==> src/hdl/isog_pkg.sv <==
// Package for the interpolation seek offset guess unit.
// Holds field widths, ratio and rollback constants, result codes and the
// command and status structs shared by the controller and the datapath.
package isog_pkg;

  localparam int UNIT_W = 47;
  localparam int OFF_W  = 48;
  localparam int FRAC_W = 16;
  localparam int Q_W    = UNIT_W + FRAC_W;
  localparam int PROD_W = OFF_W + Q_W;
  localparam int CNT_W  = $clog2(Q_W);

  localparam longint GUESS_ONE = longint'(1) << FRAC_W;

  localparam logic [Q_W-1:0] R_LOW   = Q_W'(GUESS_ONE / 5);
  localparam logic [Q_W-1:0] R_HIGH  = Q_W'(4 * GUESS_ONE / 5);
  localparam logic [Q_W-1:0] R_ZLOW  = Q_W'(2 * GUESS_ONE / 5);
  localparam logic [Q_W-1:0] R_ZHIGH = Q_W'(3 * GUESS_ONE / 5);

  localparam logic [OFF_W-1:0] ROLLBACK = OFF_W'(4 * 2048);
  localparam logic [CNT_W-1:0] LAST_STEP = CNT_W'(Q_W - 1);

  localparam logic [1:0] OUTC_INTERP = 2'd0;
  localparam logic [1:0] OUTC_ZOOM   = 2'd1;
  localparam logic [1:0] OUTC_NOPROG = 2'd2;
  localparam logic [1:0] OUTC_ZERO   = 2'd3;

  localparam logic [1:0] PLACE_END  = 2'd0;
  localparam logic [1:0] PLACE_ROLL = 2'd1;
  localparam logic [1:0] PLACE_SNAP = 2'd2;

  typedef struct packed {
    logic load;
    logic div_step;
    logic zoom;
    logic mul_step;
    logic guess;
    logic emit;
    logic emit_special;
  } isog_cmd_t;

  typedef struct packed {
    logic den_zero;
  } isog_sts_t;

endpackage

==> src/hdl/isog_ctrl.sv <==
// Controller of the interpolation seek offset guess unit.
// Sequences loading, the serial divide, zoom, serial multiply and result
// write-out. Depends on isog_pkg.
module isog_ctrl (
  input  logic               clk_i,
  input  logic               rst_ni,
  input  logic               in_valid_i,
  output logic               in_ready_o,
  output logic               out_valid_o,
  input  logic               out_ready_i,
  input  isog_pkg::isog_sts_t sts_i,
  output isog_pkg::isog_cmd_t cmd_o
);
  import isog_pkg::*;

  typedef enum logic [2:0] {
    ST_IDLE,
    ST_CHECK,
    ST_DIV,
    ST_ZOOM,
    ST_MUL,
    ST_GUESS,
    ST_EMIT,
    ST_SPECIAL
  } state_e;

  state_e           state_q;
  logic [CNT_W-1:0] cnt_q;
  logic             out_valid_q;
  logic             slot_free;

  assign slot_free   = !out_valid_q || out_ready_i;
  assign in_ready_o  = (state_q == ST_IDLE);
  assign out_valid_o = out_valid_q;

  always_comb begin
    cmd_o              = '0;
    cmd_o.load         = (state_q == ST_IDLE) && in_valid_i;
    cmd_o.div_step     = (state_q == ST_DIV);
    cmd_o.zoom         = (state_q == ST_ZOOM);
    cmd_o.mul_step     = (state_q == ST_MUL);
    cmd_o.guess        = (state_q == ST_GUESS);
    cmd_o.emit         = (state_q == ST_EMIT) && slot_free;
    cmd_o.emit_special = (state_q == ST_SPECIAL) && slot_free;
  end

  always_ff @(posedge clk_i or negedge rst_ni) begin
    if (!rst_ni) begin
      state_q     <= ST_IDLE;
      cnt_q       <= '0;
      out_valid_q <= 1'b0;
    end else begin
      if (cmd_o.emit || cmd_o.emit_special) begin
        out_valid_q <= 1'b1;
      end else if (out_ready_i) begin
        out_valid_q <= 1'b0;
      end
      case (state_q)
        ST_IDLE: begin
          if (in_valid_i) state_q <= ST_CHECK;
        end
        ST_CHECK: begin
          cnt_q   <= '0;
          state_q <= sts_i.den_zero ? ST_SPECIAL : ST_DIV;
        end
        ST_DIV: begin
          if (cnt_q == LAST_STEP) begin
            cnt_q   <= '0;
            state_q <= ST_ZOOM;
          end else begin
            cnt_q <= cnt_q + 1'b1;
          end
        end
        ST_ZOOM: begin
          state_q <= ST_MUL;
        end
        ST_MUL: begin
          if (cnt_q == LAST_STEP) begin
            cnt_q   <= '0;
            state_q <= ST_GUESS;
          end else begin
            cnt_q <= cnt_q + 1'b1;
          end
        end
        ST_GUESS: begin
          state_q <= ST_EMIT;
        end
        ST_EMIT, ST_SPECIAL: begin
          if (slot_free) state_q <= ST_IDLE;
        end
        default: begin
          state_q <= ST_IDLE;
        end
      endcase
    end
  end

endmodule

==> src/hdl/isog_dp.sv <==
// Datapath of the interpolation seek offset guess unit.
// Holds the operands, a restoring divider, a shift-add multiplier, the zoom
// flag and the output registers. Depends on isog_pkg.
module isog_dp (
  input  logic                         clk_i,
  input  logic                         rst_ni,
  input  isog_pkg::isog_cmd_t          cmd_i,
  output isog_pkg::isog_sts_t          sts_o,
  input  logic                         new_search_i,
  input  logic                         end_known_i,
  input  logic [isog_pkg::UNIT_W-1:0]  seek_unit_i,
  input  logic [isog_pkg::UNIT_W-1:0]  lo_unit_i,
  input  logic [isog_pkg::UNIT_W-1:0]  hi_unit_i,
  input  logic [isog_pkg::UNIT_W-1:0]  unit_current_i,
  input  logic [isog_pkg::OFF_W-1:0]   lo_off_i,
  input  logic [isog_pkg::OFF_W-1:0]   hi_off_i,
  output logic [isog_pkg::OFF_W-1:0]   probe_off_o,
  output logic [1:0]                   outcome_o,
  output logic [1:0]                   placement_o
);
  import isog_pkg::*;

  logic              zoom_last_q;
  logic              end_known_q;
  logic              num_neg_q;
  logic              den_neg_q;
  logic              d_neg_q;
  logic              r_neg_q;
  logic [UNIT_W-1:0] den_q;
  logic [UNIT_W-1:0] rem_q;
  logic [Q_W-1:0]    quo_q;
  logic [OFF_W-1:0]  d_q;
  logic [OFF_W-1:0]  obeg_q;
  logic [OFF_W-1:0]  oend_q;
  logic [PROD_W-1:0] prod_q;
  logic [OFF_W-1:0]  guess_q;
  logic [1:0]        outcome_q;
  logic [OFF_W-1:0]  res_guess_q;
  logic [1:0]        res_outcome_q;
  logic [1:0]        res_place_q;

  logic [UNIT_W-1:0] den_src;
  logic [UNIT_W-1:0] num_mag;
  logic [UNIT_W-1:0] den_mag;
  logic [OFF_W-1:0]  d_mag;

  logic [UNIT_W:0]   div_t;
  logic [UNIT_W:0]   div_diff;
  logic              div_ge;

  logic              r_neg;
  logic [Q_W-1:0]    r_sel;
  logic              r_neg_sel;
  logic [1:0]        outc_sel;
  logic              zoom_last_sel;

  logic [OFF_W:0]    mul_sum;

  logic              mag_hi;
  logic [OFF_W-1:0]  mag_lo;
  logic [OFF_W:0]    pos_sum;
  logic [OFF_W-1:0]  guess_val;

  logic [OFF_W-1:0]  roll_val;
  logic              roll_ok;

  assign den_src = end_known_i ? hi_unit_i : unit_current_i;
  assign num_mag = (seek_unit_i < lo_unit_i) ? lo_unit_i - seek_unit_i
                                             : seek_unit_i - lo_unit_i;
  assign den_mag = (den_src < lo_unit_i) ? lo_unit_i - den_src
                                         : den_src - lo_unit_i;
  assign d_mag   = (hi_off_i < lo_off_i) ? lo_off_i - hi_off_i
                                         : hi_off_i - lo_off_i;

  assign div_t    = {rem_q, quo_q[Q_W-1]};
  assign div_ge   = (div_t >= {1'b0, den_q});
  assign div_diff = div_t - {1'b0, den_q};

  assign r_neg = (num_neg_q != den_neg_q) && (quo_q != '0);

  always_comb begin
    r_sel         = quo_q;
    r_neg_sel     = r_neg;
    outc_sel      = OUTC_INTERP;
    zoom_last_sel = zoom_last_q;
    if (end_known_q) begin
      if (zoom_last_q) begin
        zoom_last_sel = 1'b0;
      end else begin
        if (r_neg || quo_q < R_LOW) begin
          r_sel     = R_ZLOW;
          r_neg_sel = 1'b0;
          outc_sel  = OUTC_ZOOM;
        end else if (quo_q > R_HIGH) begin
          r_sel    = R_ZHIGH;
          outc_sel = OUTC_ZOOM;
        end
        zoom_last_sel = 1'b1;
      end
    end
  end

  assign mul_sum = {1'b0, prod_q[PROD_W-1:Q_W]} + (prod_q[0] ? {1'b0, d_q} : '0);

  assign mag_hi  = |prod_q[PROD_W-1:OFF_W+FRAC_W];
  assign mag_lo  = prod_q[OFF_W+FRAC_W-1:FRAC_W];
  assign pos_sum = {1'b0, obeg_q} + {1'b0, mag_lo};

  always_comb begin
    if (d_neg_q != r_neg_q) begin
      guess_val = (mag_hi || mag_lo > obeg_q) ? '0 : obeg_q - mag_lo;
    end else begin
      guess_val = (mag_hi || pos_sum[OFF_W]) ? '1 : pos_sum[OFF_W-1:0];
    end
  end

  assign roll_val = guess_q - ROLLBACK;
  assign roll_ok  = (guess_q >= ROLLBACK) && (roll_val > obeg_q);

  always_ff @(posedge clk_i or negedge rst_ni) begin
    if (!rst_ni) begin
      zoom_last_q <= 1'b0;
    end else if (cmd_i.load && new_search_i) begin
      zoom_last_q <= 1'b0;
    end else if (cmd_i.zoom) begin
      zoom_last_q <= zoom_last_sel;
    end
  end

  always_ff @(posedge clk_i) begin
    if (cmd_i.load) begin
      end_known_q <= end_known_i;
      num_neg_q   <= seek_unit_i < lo_unit_i;
      den_neg_q   <= den_src < lo_unit_i;
      d_neg_q     <= hi_off_i < lo_off_i;
      den_q       <= den_mag;
      d_q         <= d_mag;
      obeg_q      <= lo_off_i;
      oend_q      <= hi_off_i;
      rem_q       <= '0;
      quo_q       <= {num_mag, FRAC_W'(0)};
    end
    if (cmd_i.div_step) begin
      rem_q <= div_ge ? div_diff[UNIT_W-1:0] : div_t[UNIT_W-1:0];
      quo_q <= {quo_q[Q_W-2:0], div_ge};
    end
    if (cmd_i.zoom) begin
      prod_q    <= {OFF_W'(0), r_sel};
      r_neg_q   <= r_neg_sel;
      outcome_q <= outc_sel;
    end
    if (cmd_i.mul_step) begin
      prod_q <= {mul_sum, prod_q[Q_W-1:1]};
    end
    if (cmd_i.guess) begin
      guess_q <= guess_val;
    end
    if (cmd_i.emit) begin
      res_outcome_q <= outcome_q;
      if (guess_q == oend_q) begin
        res_guess_q <= guess_q;
        res_place_q <= PLACE_END;
      end else if (roll_ok) begin
        res_guess_q <= roll_val;
        res_place_q <= PLACE_ROLL;
      end else begin
        res_guess_q <= obeg_q;
        res_place_q <= PLACE_SNAP;
      end
    end
    if (cmd_i.emit_special) begin
      res_guess_q   <= obeg_q;
      res_outcome_q <= end_known_q ? OUTC_ZERO : OUTC_NOPROG;
      res_place_q   <= PLACE_SNAP;
    end
  end

  assign sts_o.den_zero = (den_q == '0);
  assign probe_off_o    = res_guess_q;
  assign outcome_o      = res_outcome_q;
  assign placement_o    = res_place_q;

endmodule

==> src/hdl/interpolation_seek_offset_guess_unit.sv <==
// Top level of the interpolation seek offset guess unit.
// Joins the controller isog_ctrl and the datapath isog_dp. Depends on isog_pkg.
//
// One input transaction is one bisection step and yields one result transaction.
// A step runs from acceptance to result through loading, a check of the unit span,
// the ratio divider at one bit per cycle, a zoom, the shift-add multiplier at one
// bit per cycle, forming the guess and placing it in the output register once that
// is free. A zero unit span goes from the check straight to the special result.
// One step is in flight at a time; a finished result may wait in the output
// register while the next step is accepted.
module interpolation_seek_offset_guess_unit (
  input  logic                         clk_i,
  input  logic                         rst_ni,
  input  logic                         in_valid_i,
  output logic                         in_ready_o,
  input  logic                         new_search_i,
  input  logic                         end_known_i,
  input  logic [isog_pkg::UNIT_W-1:0]  seek_unit_i,
  input  logic [isog_pkg::UNIT_W-1:0]  lo_unit_i,
  input  logic [isog_pkg::UNIT_W-1:0]  hi_unit_i,
  input  logic [isog_pkg::UNIT_W-1:0]  unit_current_i,
  input  logic [isog_pkg::OFF_W-1:0]   lo_off_i,
  input  logic [isog_pkg::OFF_W-1:0]   hi_off_i,
  output logic                         out_valid_o,
  input  logic                         out_ready_i,
  output logic [isog_pkg::OFF_W-1:0]   probe_off_o,
  output logic [1:0]                   outcome_o,
  output logic [1:0]                   placement_o
);
  import isog_pkg::*;

  isog_cmd_t cmd;
  isog_sts_t sts;

  isog_ctrl u_ctrl (
    .clk_i       (clk_i),
    .rst_ni      (rst_ni),
    .in_valid_i  (in_valid_i),
    .in_ready_o  (in_ready_o),
    .out_valid_o (out_valid_o),
    .out_ready_i (out_ready_i),
    .sts_i       (sts),
    .cmd_o       (cmd)
  );

  isog_dp u_dp (
    .clk_i          (clk_i),
    .rst_ni         (rst_ni),
    .cmd_i          (cmd),
    .sts_o          (sts),
    .new_search_i   (new_search_i),
    .end_known_i    (end_known_i),
    .seek_unit_i    (seek_unit_i),
    .lo_unit_i      (lo_unit_i),
    .hi_unit_i      (hi_unit_i),
    .unit_current_i (unit_current_i),
    .lo_off_i       (lo_off_i),
    .hi_off_i       (hi_off_i),
    .probe_off_o    (probe_off_o),
    .outcome_o      (outcome_o),
    .placement_o    (placement_o)
  );

  a_one_in_flight: assert property (@(posedge clk_i) disable iff (!rst_ni)
    in_valid_i && in_ready_o |=> !in_ready_o)
    else $error("A second transaction was accepted while a step was in flight.");

  a_special_snaps: assert property (@(posedge clk_i) disable iff (!rst_ni)
    out_valid_o && (outcome_o == OUTC_ZERO || outcome_o == OUTC_NOPROG)
      |-> placement_o == PLACE_SNAP)
    else $error("A degenerate bracket result was not snapped to the start.");

  a_place_code: assert property (@(posedge clk_i) disable iff (!rst_ni)
    out_valid_o |-> (placement_o == PLACE_END || placement_o == PLACE_ROLL ||
                     placement_o == PLACE_SNAP))
    else $error("The placement code is out of range.");

endmodule

==> config.mk <==
export PLATFORM = sky130hd
export DESIGN_NAME = interpolation_seek_offset_guess_unit
export DESIGN_NICKNAME = d
export VERILOG_FILES = /design/src/hdl/isog_pkg.sv /design/src/hdl/isog_ctrl.sv /design/src/hdl/isog_dp.sv /design/src/hdl/interpolation_seek_offset_guess_unit.sv
export SDC_FILE = /design/constraint.sdc
export NUM_CORES = 2
export LEC_CHECK = 0
export ABC_AREA = 1
export BUFFER_PORTS_ARGS = -buffer_cell sky130_fd_sc_hd__buf_2
export CAP_MARGIN = 10
export CORE_AREA = 2 2 334 336
export CTS_CLUSTER_SIZE = 8
export DETAILED_ROUTE_END_ITERATION = 16
export DIE_AREA = 0 0 336 338
export GPL_TIMING_DRIVEN = 1
export PLACE_DENSITY = 0.71
export SLEW_MARGIN = 20
export SYNTH_ARGS = -nofsm -noshare
export SYNTH_HDL_FRONTEND = slang
export SYNTH_SLANG_ARGS = --single-unit
==> constraint.sdc <==
create_clock -name clk_i -period 12.85 [get_ports clk_i]
set_clock_uncertainty 0.1 [all_clocks]
set_input_delay 1.9275 -clock clk_i [delete_from_list [all_inputs] [get_ports clk_i]]
set_output_delay 1.9275 -clock clk_i [all_outputs]
set_load 0.01 [all_outputs]
==> reports/metrics.yaml <==
run_status:
  status: "finished clean"
worst_setup_path:
  r2r-start: "u_dp.guess_q[13]"
  critPathRequiredTime_ps: 13270
  reg2reg_setup_slack_ps: 6970
  worstPathArrival_ps: 6310
  crit_type: "reg2reg"
  crit_fanout: 24
  crit_family: "simple AND/OR/NAND/NOR gates"
  worstSetupEndpointType: "flop"
  endpoint: "u_dp.probe_off_o[18]"
  path_buf_inv: 3
  cp_common_cell: "nand2_1"
  critPathLaunchType: "flop"
  crit_start: "u_dp.guess_q[13]"
  reg2reg_to: "u_dp.probe_off_o[18]"
  reg2reg_depth: 25
  crit_slowest_cell: "nor2_1"
  cp.depth: 25
  slowest_delay_ps: 990
drt:
  wire_per_inst_um: 24.5
  routed_wl_um: 270000
  drtIter0Drc: 9048
  first_pass_iters: 9
  ant_nets: 0
  drc: 0
  vias: 66000
  vias_per_cell: 5.99
timing:
  finalMaxSlewViolations: 0
  final.setup.tns_ps: 0
  worstMarginPinSlew_ps: 1150
  rsz0062_at_grt: "no"
  fmaxAchievable_mhz: 170
  fin_crit_ps: 5880
  hold_viol_final: 0
  slew_headroom_pct: 22.3
  period_share_pct: 45.8
  finalSetupViolCount: 0
  holdWs_ps: 406
floorplan:
  start_util_pct: 54.7
  num_rows: 122
  die_w_um: 336
  coreArea_um2: 110000
  dieArea_um2: 114000
  io_pins: 344
  die_h_um: 338
power:
  power.switching_mw: 4.02
  design_power_total_mw: 8.53
  seqPwrFrac_pct: 27.9
  power.density_nw_per_um2: 131
  p_int_mw: 4.50
  swShare_pct: 47.2
  comb_power_share_pct: 48.4
  clockPowerShare_pct: 23.7
  p_leak_nw: 31.6
  peakVddDrop_uv: 128
yosys:
  syn-cell-area_um2: 60200
  ys_ff_latch: 529
  ys_seq_area_share_pct: 26.3
  synth-async-reset-ratio_pct: 2.08
  synth_top_cells_by_area: "edfxtp_1 26%, nand2_1 16%, ha_1 11%, inv_1 8.7%, a21oi_1 6.9%"
  synth_commonest_cells: "2557 x nand2_1, 1402 x inv_1, 1023 x nor2_1"
  synth-warning-count: 0
  yosys.area.top_type: "edfxtp_1"
  synth.top_cell.area_share_pct: 25.7
  yosys.cell_count.top_type: "nand2_1"
  avgSynthCellArea_um2: 6.47
  synth_cell_types: 69
  synth_edf_count: 516
  synthCells: 9298
  synth.net_count: 10100
  ys.flop_type: "edfxtp_1"
global_route:
  grt_overflow: 0
  antenna_found_initial: 29
  grt_pass1_vias: 62100
  grt_usage_pct: 46.1
  grt_max_degree: 97
  grt_pass1_wl_um: 389000
clock_tree:
  clockBufferDepth: 3
  postCtsSetupRepairBufs: 0
  clkTransAtPathRegs_ps: 50
  htree_num_levels: 3
  cts_tree: "done"
  post_cts_resized: 0
  clock-sinks: 529
  cts_hold_buf: 0
  clkLatencyLatePin_ps: 700
  cts_inserted_buffers: 79
  cts_root_buf: "clkbuf_16"
cells_and_area:
  nets: 10300
  areaGrowthSynthToFinish_pct: 7.92
  finish.instance_area_um2: 65000
  drive_above_1_share_pct: 6.70
hold_path:
  hold_class: "reg2reg"
job:
  maxCapViolCount: 0
placement:
  post_dp_cell_area_um2: 62700
  dp_hpwl_um: 223000
  port_buffers: 343
  gp_congestion: 1.14
## placed cells by master, fill, tap and decap left out, drive strengths merged, types with 4 or more instances in the layout
cell and n:
clkinv 15, nand3b 6, or2 13, dfrtp 11, clkbuf 91, a21boi 22, o21a 26, o21ai 752
nand4 106, nor4 33, a31oi 29, nor2 1056, a21o 59, nor3 74, nand2 2575, and2 8
nand3 421, fa 10, o211ai 21, buf 373, edfxtp 516, a211oi 4, a21oi 844, o21bai 72
xor2 280, inv 1453, diode 14, xnor2 105, ha 523
## worst register-to-register path, cell delays in order, from the launching register on
cell,delay [ps]
edfxtp_1,470
inv_1,170
ha_1,200
nand2_1,130
nor2_2,280
nand3_1,200
nor2_2,220
nand2_1,120
nor2_1,180
xor2_1,410
inv_1,90
ha_1,310
nand4_1,90
nor2_1,230
nand2_1,170
inv_1,120
nand2_1,70
nand2_1,50
nor2_1,60
nand2_1,70
nand3_2,460
nor2_1,990
nand2_1,130
nand2_1,120
nand2_1,110
nand2_1,150
## stage by stage
step | cells | setup slack (ps) | util [%]
floorplan | 9298 | 1900 | -
global placement | 10900 | 6630 | 56.9
detailed placement | 10900 | 6530 | 56.9
CTS | 11000 | 7220 | 59.0
global route | 11000 | 6680 | 59.0
finish | 11000 | 6970 | 59.0
## area by class of cell
class | instances | area (um2)
multi-input cells | 7057 | 37600
repair buffers | 373 | 1940
well taps | 1488 | 1860
inverters | 1453 | 5460
clock buffers | 91 | 2020
clock inverters | 17 | 233
fillers | 10600 | 45100
flip-flops and latches | 529 | 15800
diodes | 14 | 35.0
## power groups by stage
stage | sequential, mW | combinational (mW) | clock (mW)
final | 2.38 | 4.13 | 2.02
after CTS | 2.35 | 3.96 | 2.01
after global placement | 2.38 | 3.90 | 0
after detailed placement | 2.38 | 3.92 | 0
after global routing | 2.37 | 4.46 | 2.07
after floorplan | 2.25 | 2.69 | 0
## metal layers
layer	global-route usage, %	routed length, um	share of wire [%]	up-vias
met3	13.1	33800	13	1081
li1	-	-	-	30400
met5	0	195	0.072	-
met1	55.6	99100	37	29900
met2	70.1	112000	42	4538
met4	34.9	24600	9.1	30
## flip-flops by register name, summed over array words and instances (netlist names), 2 cells and up
signal,flops
u_dp.outcome_o,2
u_dp.placement_o,2
u_dp.den_q,47
u_dp.probe_off_o,48
u_dp.prod_q,111
u_dp.rem_q,47
u_dp.guess_q,48
u_dp.oend_q,48
u_dp.obeg_q,48
u_ctrl.cnt_q,6
u_ctrl.state_q,3
u_dp.d_q,48
u_dp.quo_q,63
## worst min-delay path by stage
stage	from	endpoint	slack [ps]	depth (start not counted)
3_5_place_dp	u_dp.placement_o[1]	u_dp.placement_o[1]	400	2
3_3_place_gp	u_dp.placement_o[1]	u_dp.placement_o[1]	380	2
2_1_floorplan	u_ctrl.cnt_q[3]	u_ctrl.cnt_q[3]	370	2
4_1_cts	u_dp.prod_q[15]	u_dp.prod_q[14]	400	2
6_report	u_dp.prod_q[15]	u_dp.prod_q[14]	410	2
5_1_grt	u_dp.prod_q[15]	u_dp.prod_q[14]	440	2
## cell families (layout without fill, tap and decap cells)
kind of cell               count (synthesis)  in the layout  synth area share, %
DFF                                      529            529                 26.3
xor gates and xnor gates                 385            385                 5.60
muxes                                      1              1               0.0187
buffers and inverters                   1712           1934                 11.4
adders and majority gates                533            533                 11.2
and+or+nand+nor                         4300           4300                 29.1
other                                      0             14                    0
AOI/OAI and AO/OA                       1838           1838                 16.4
Power figures use the tool's default switching activity.
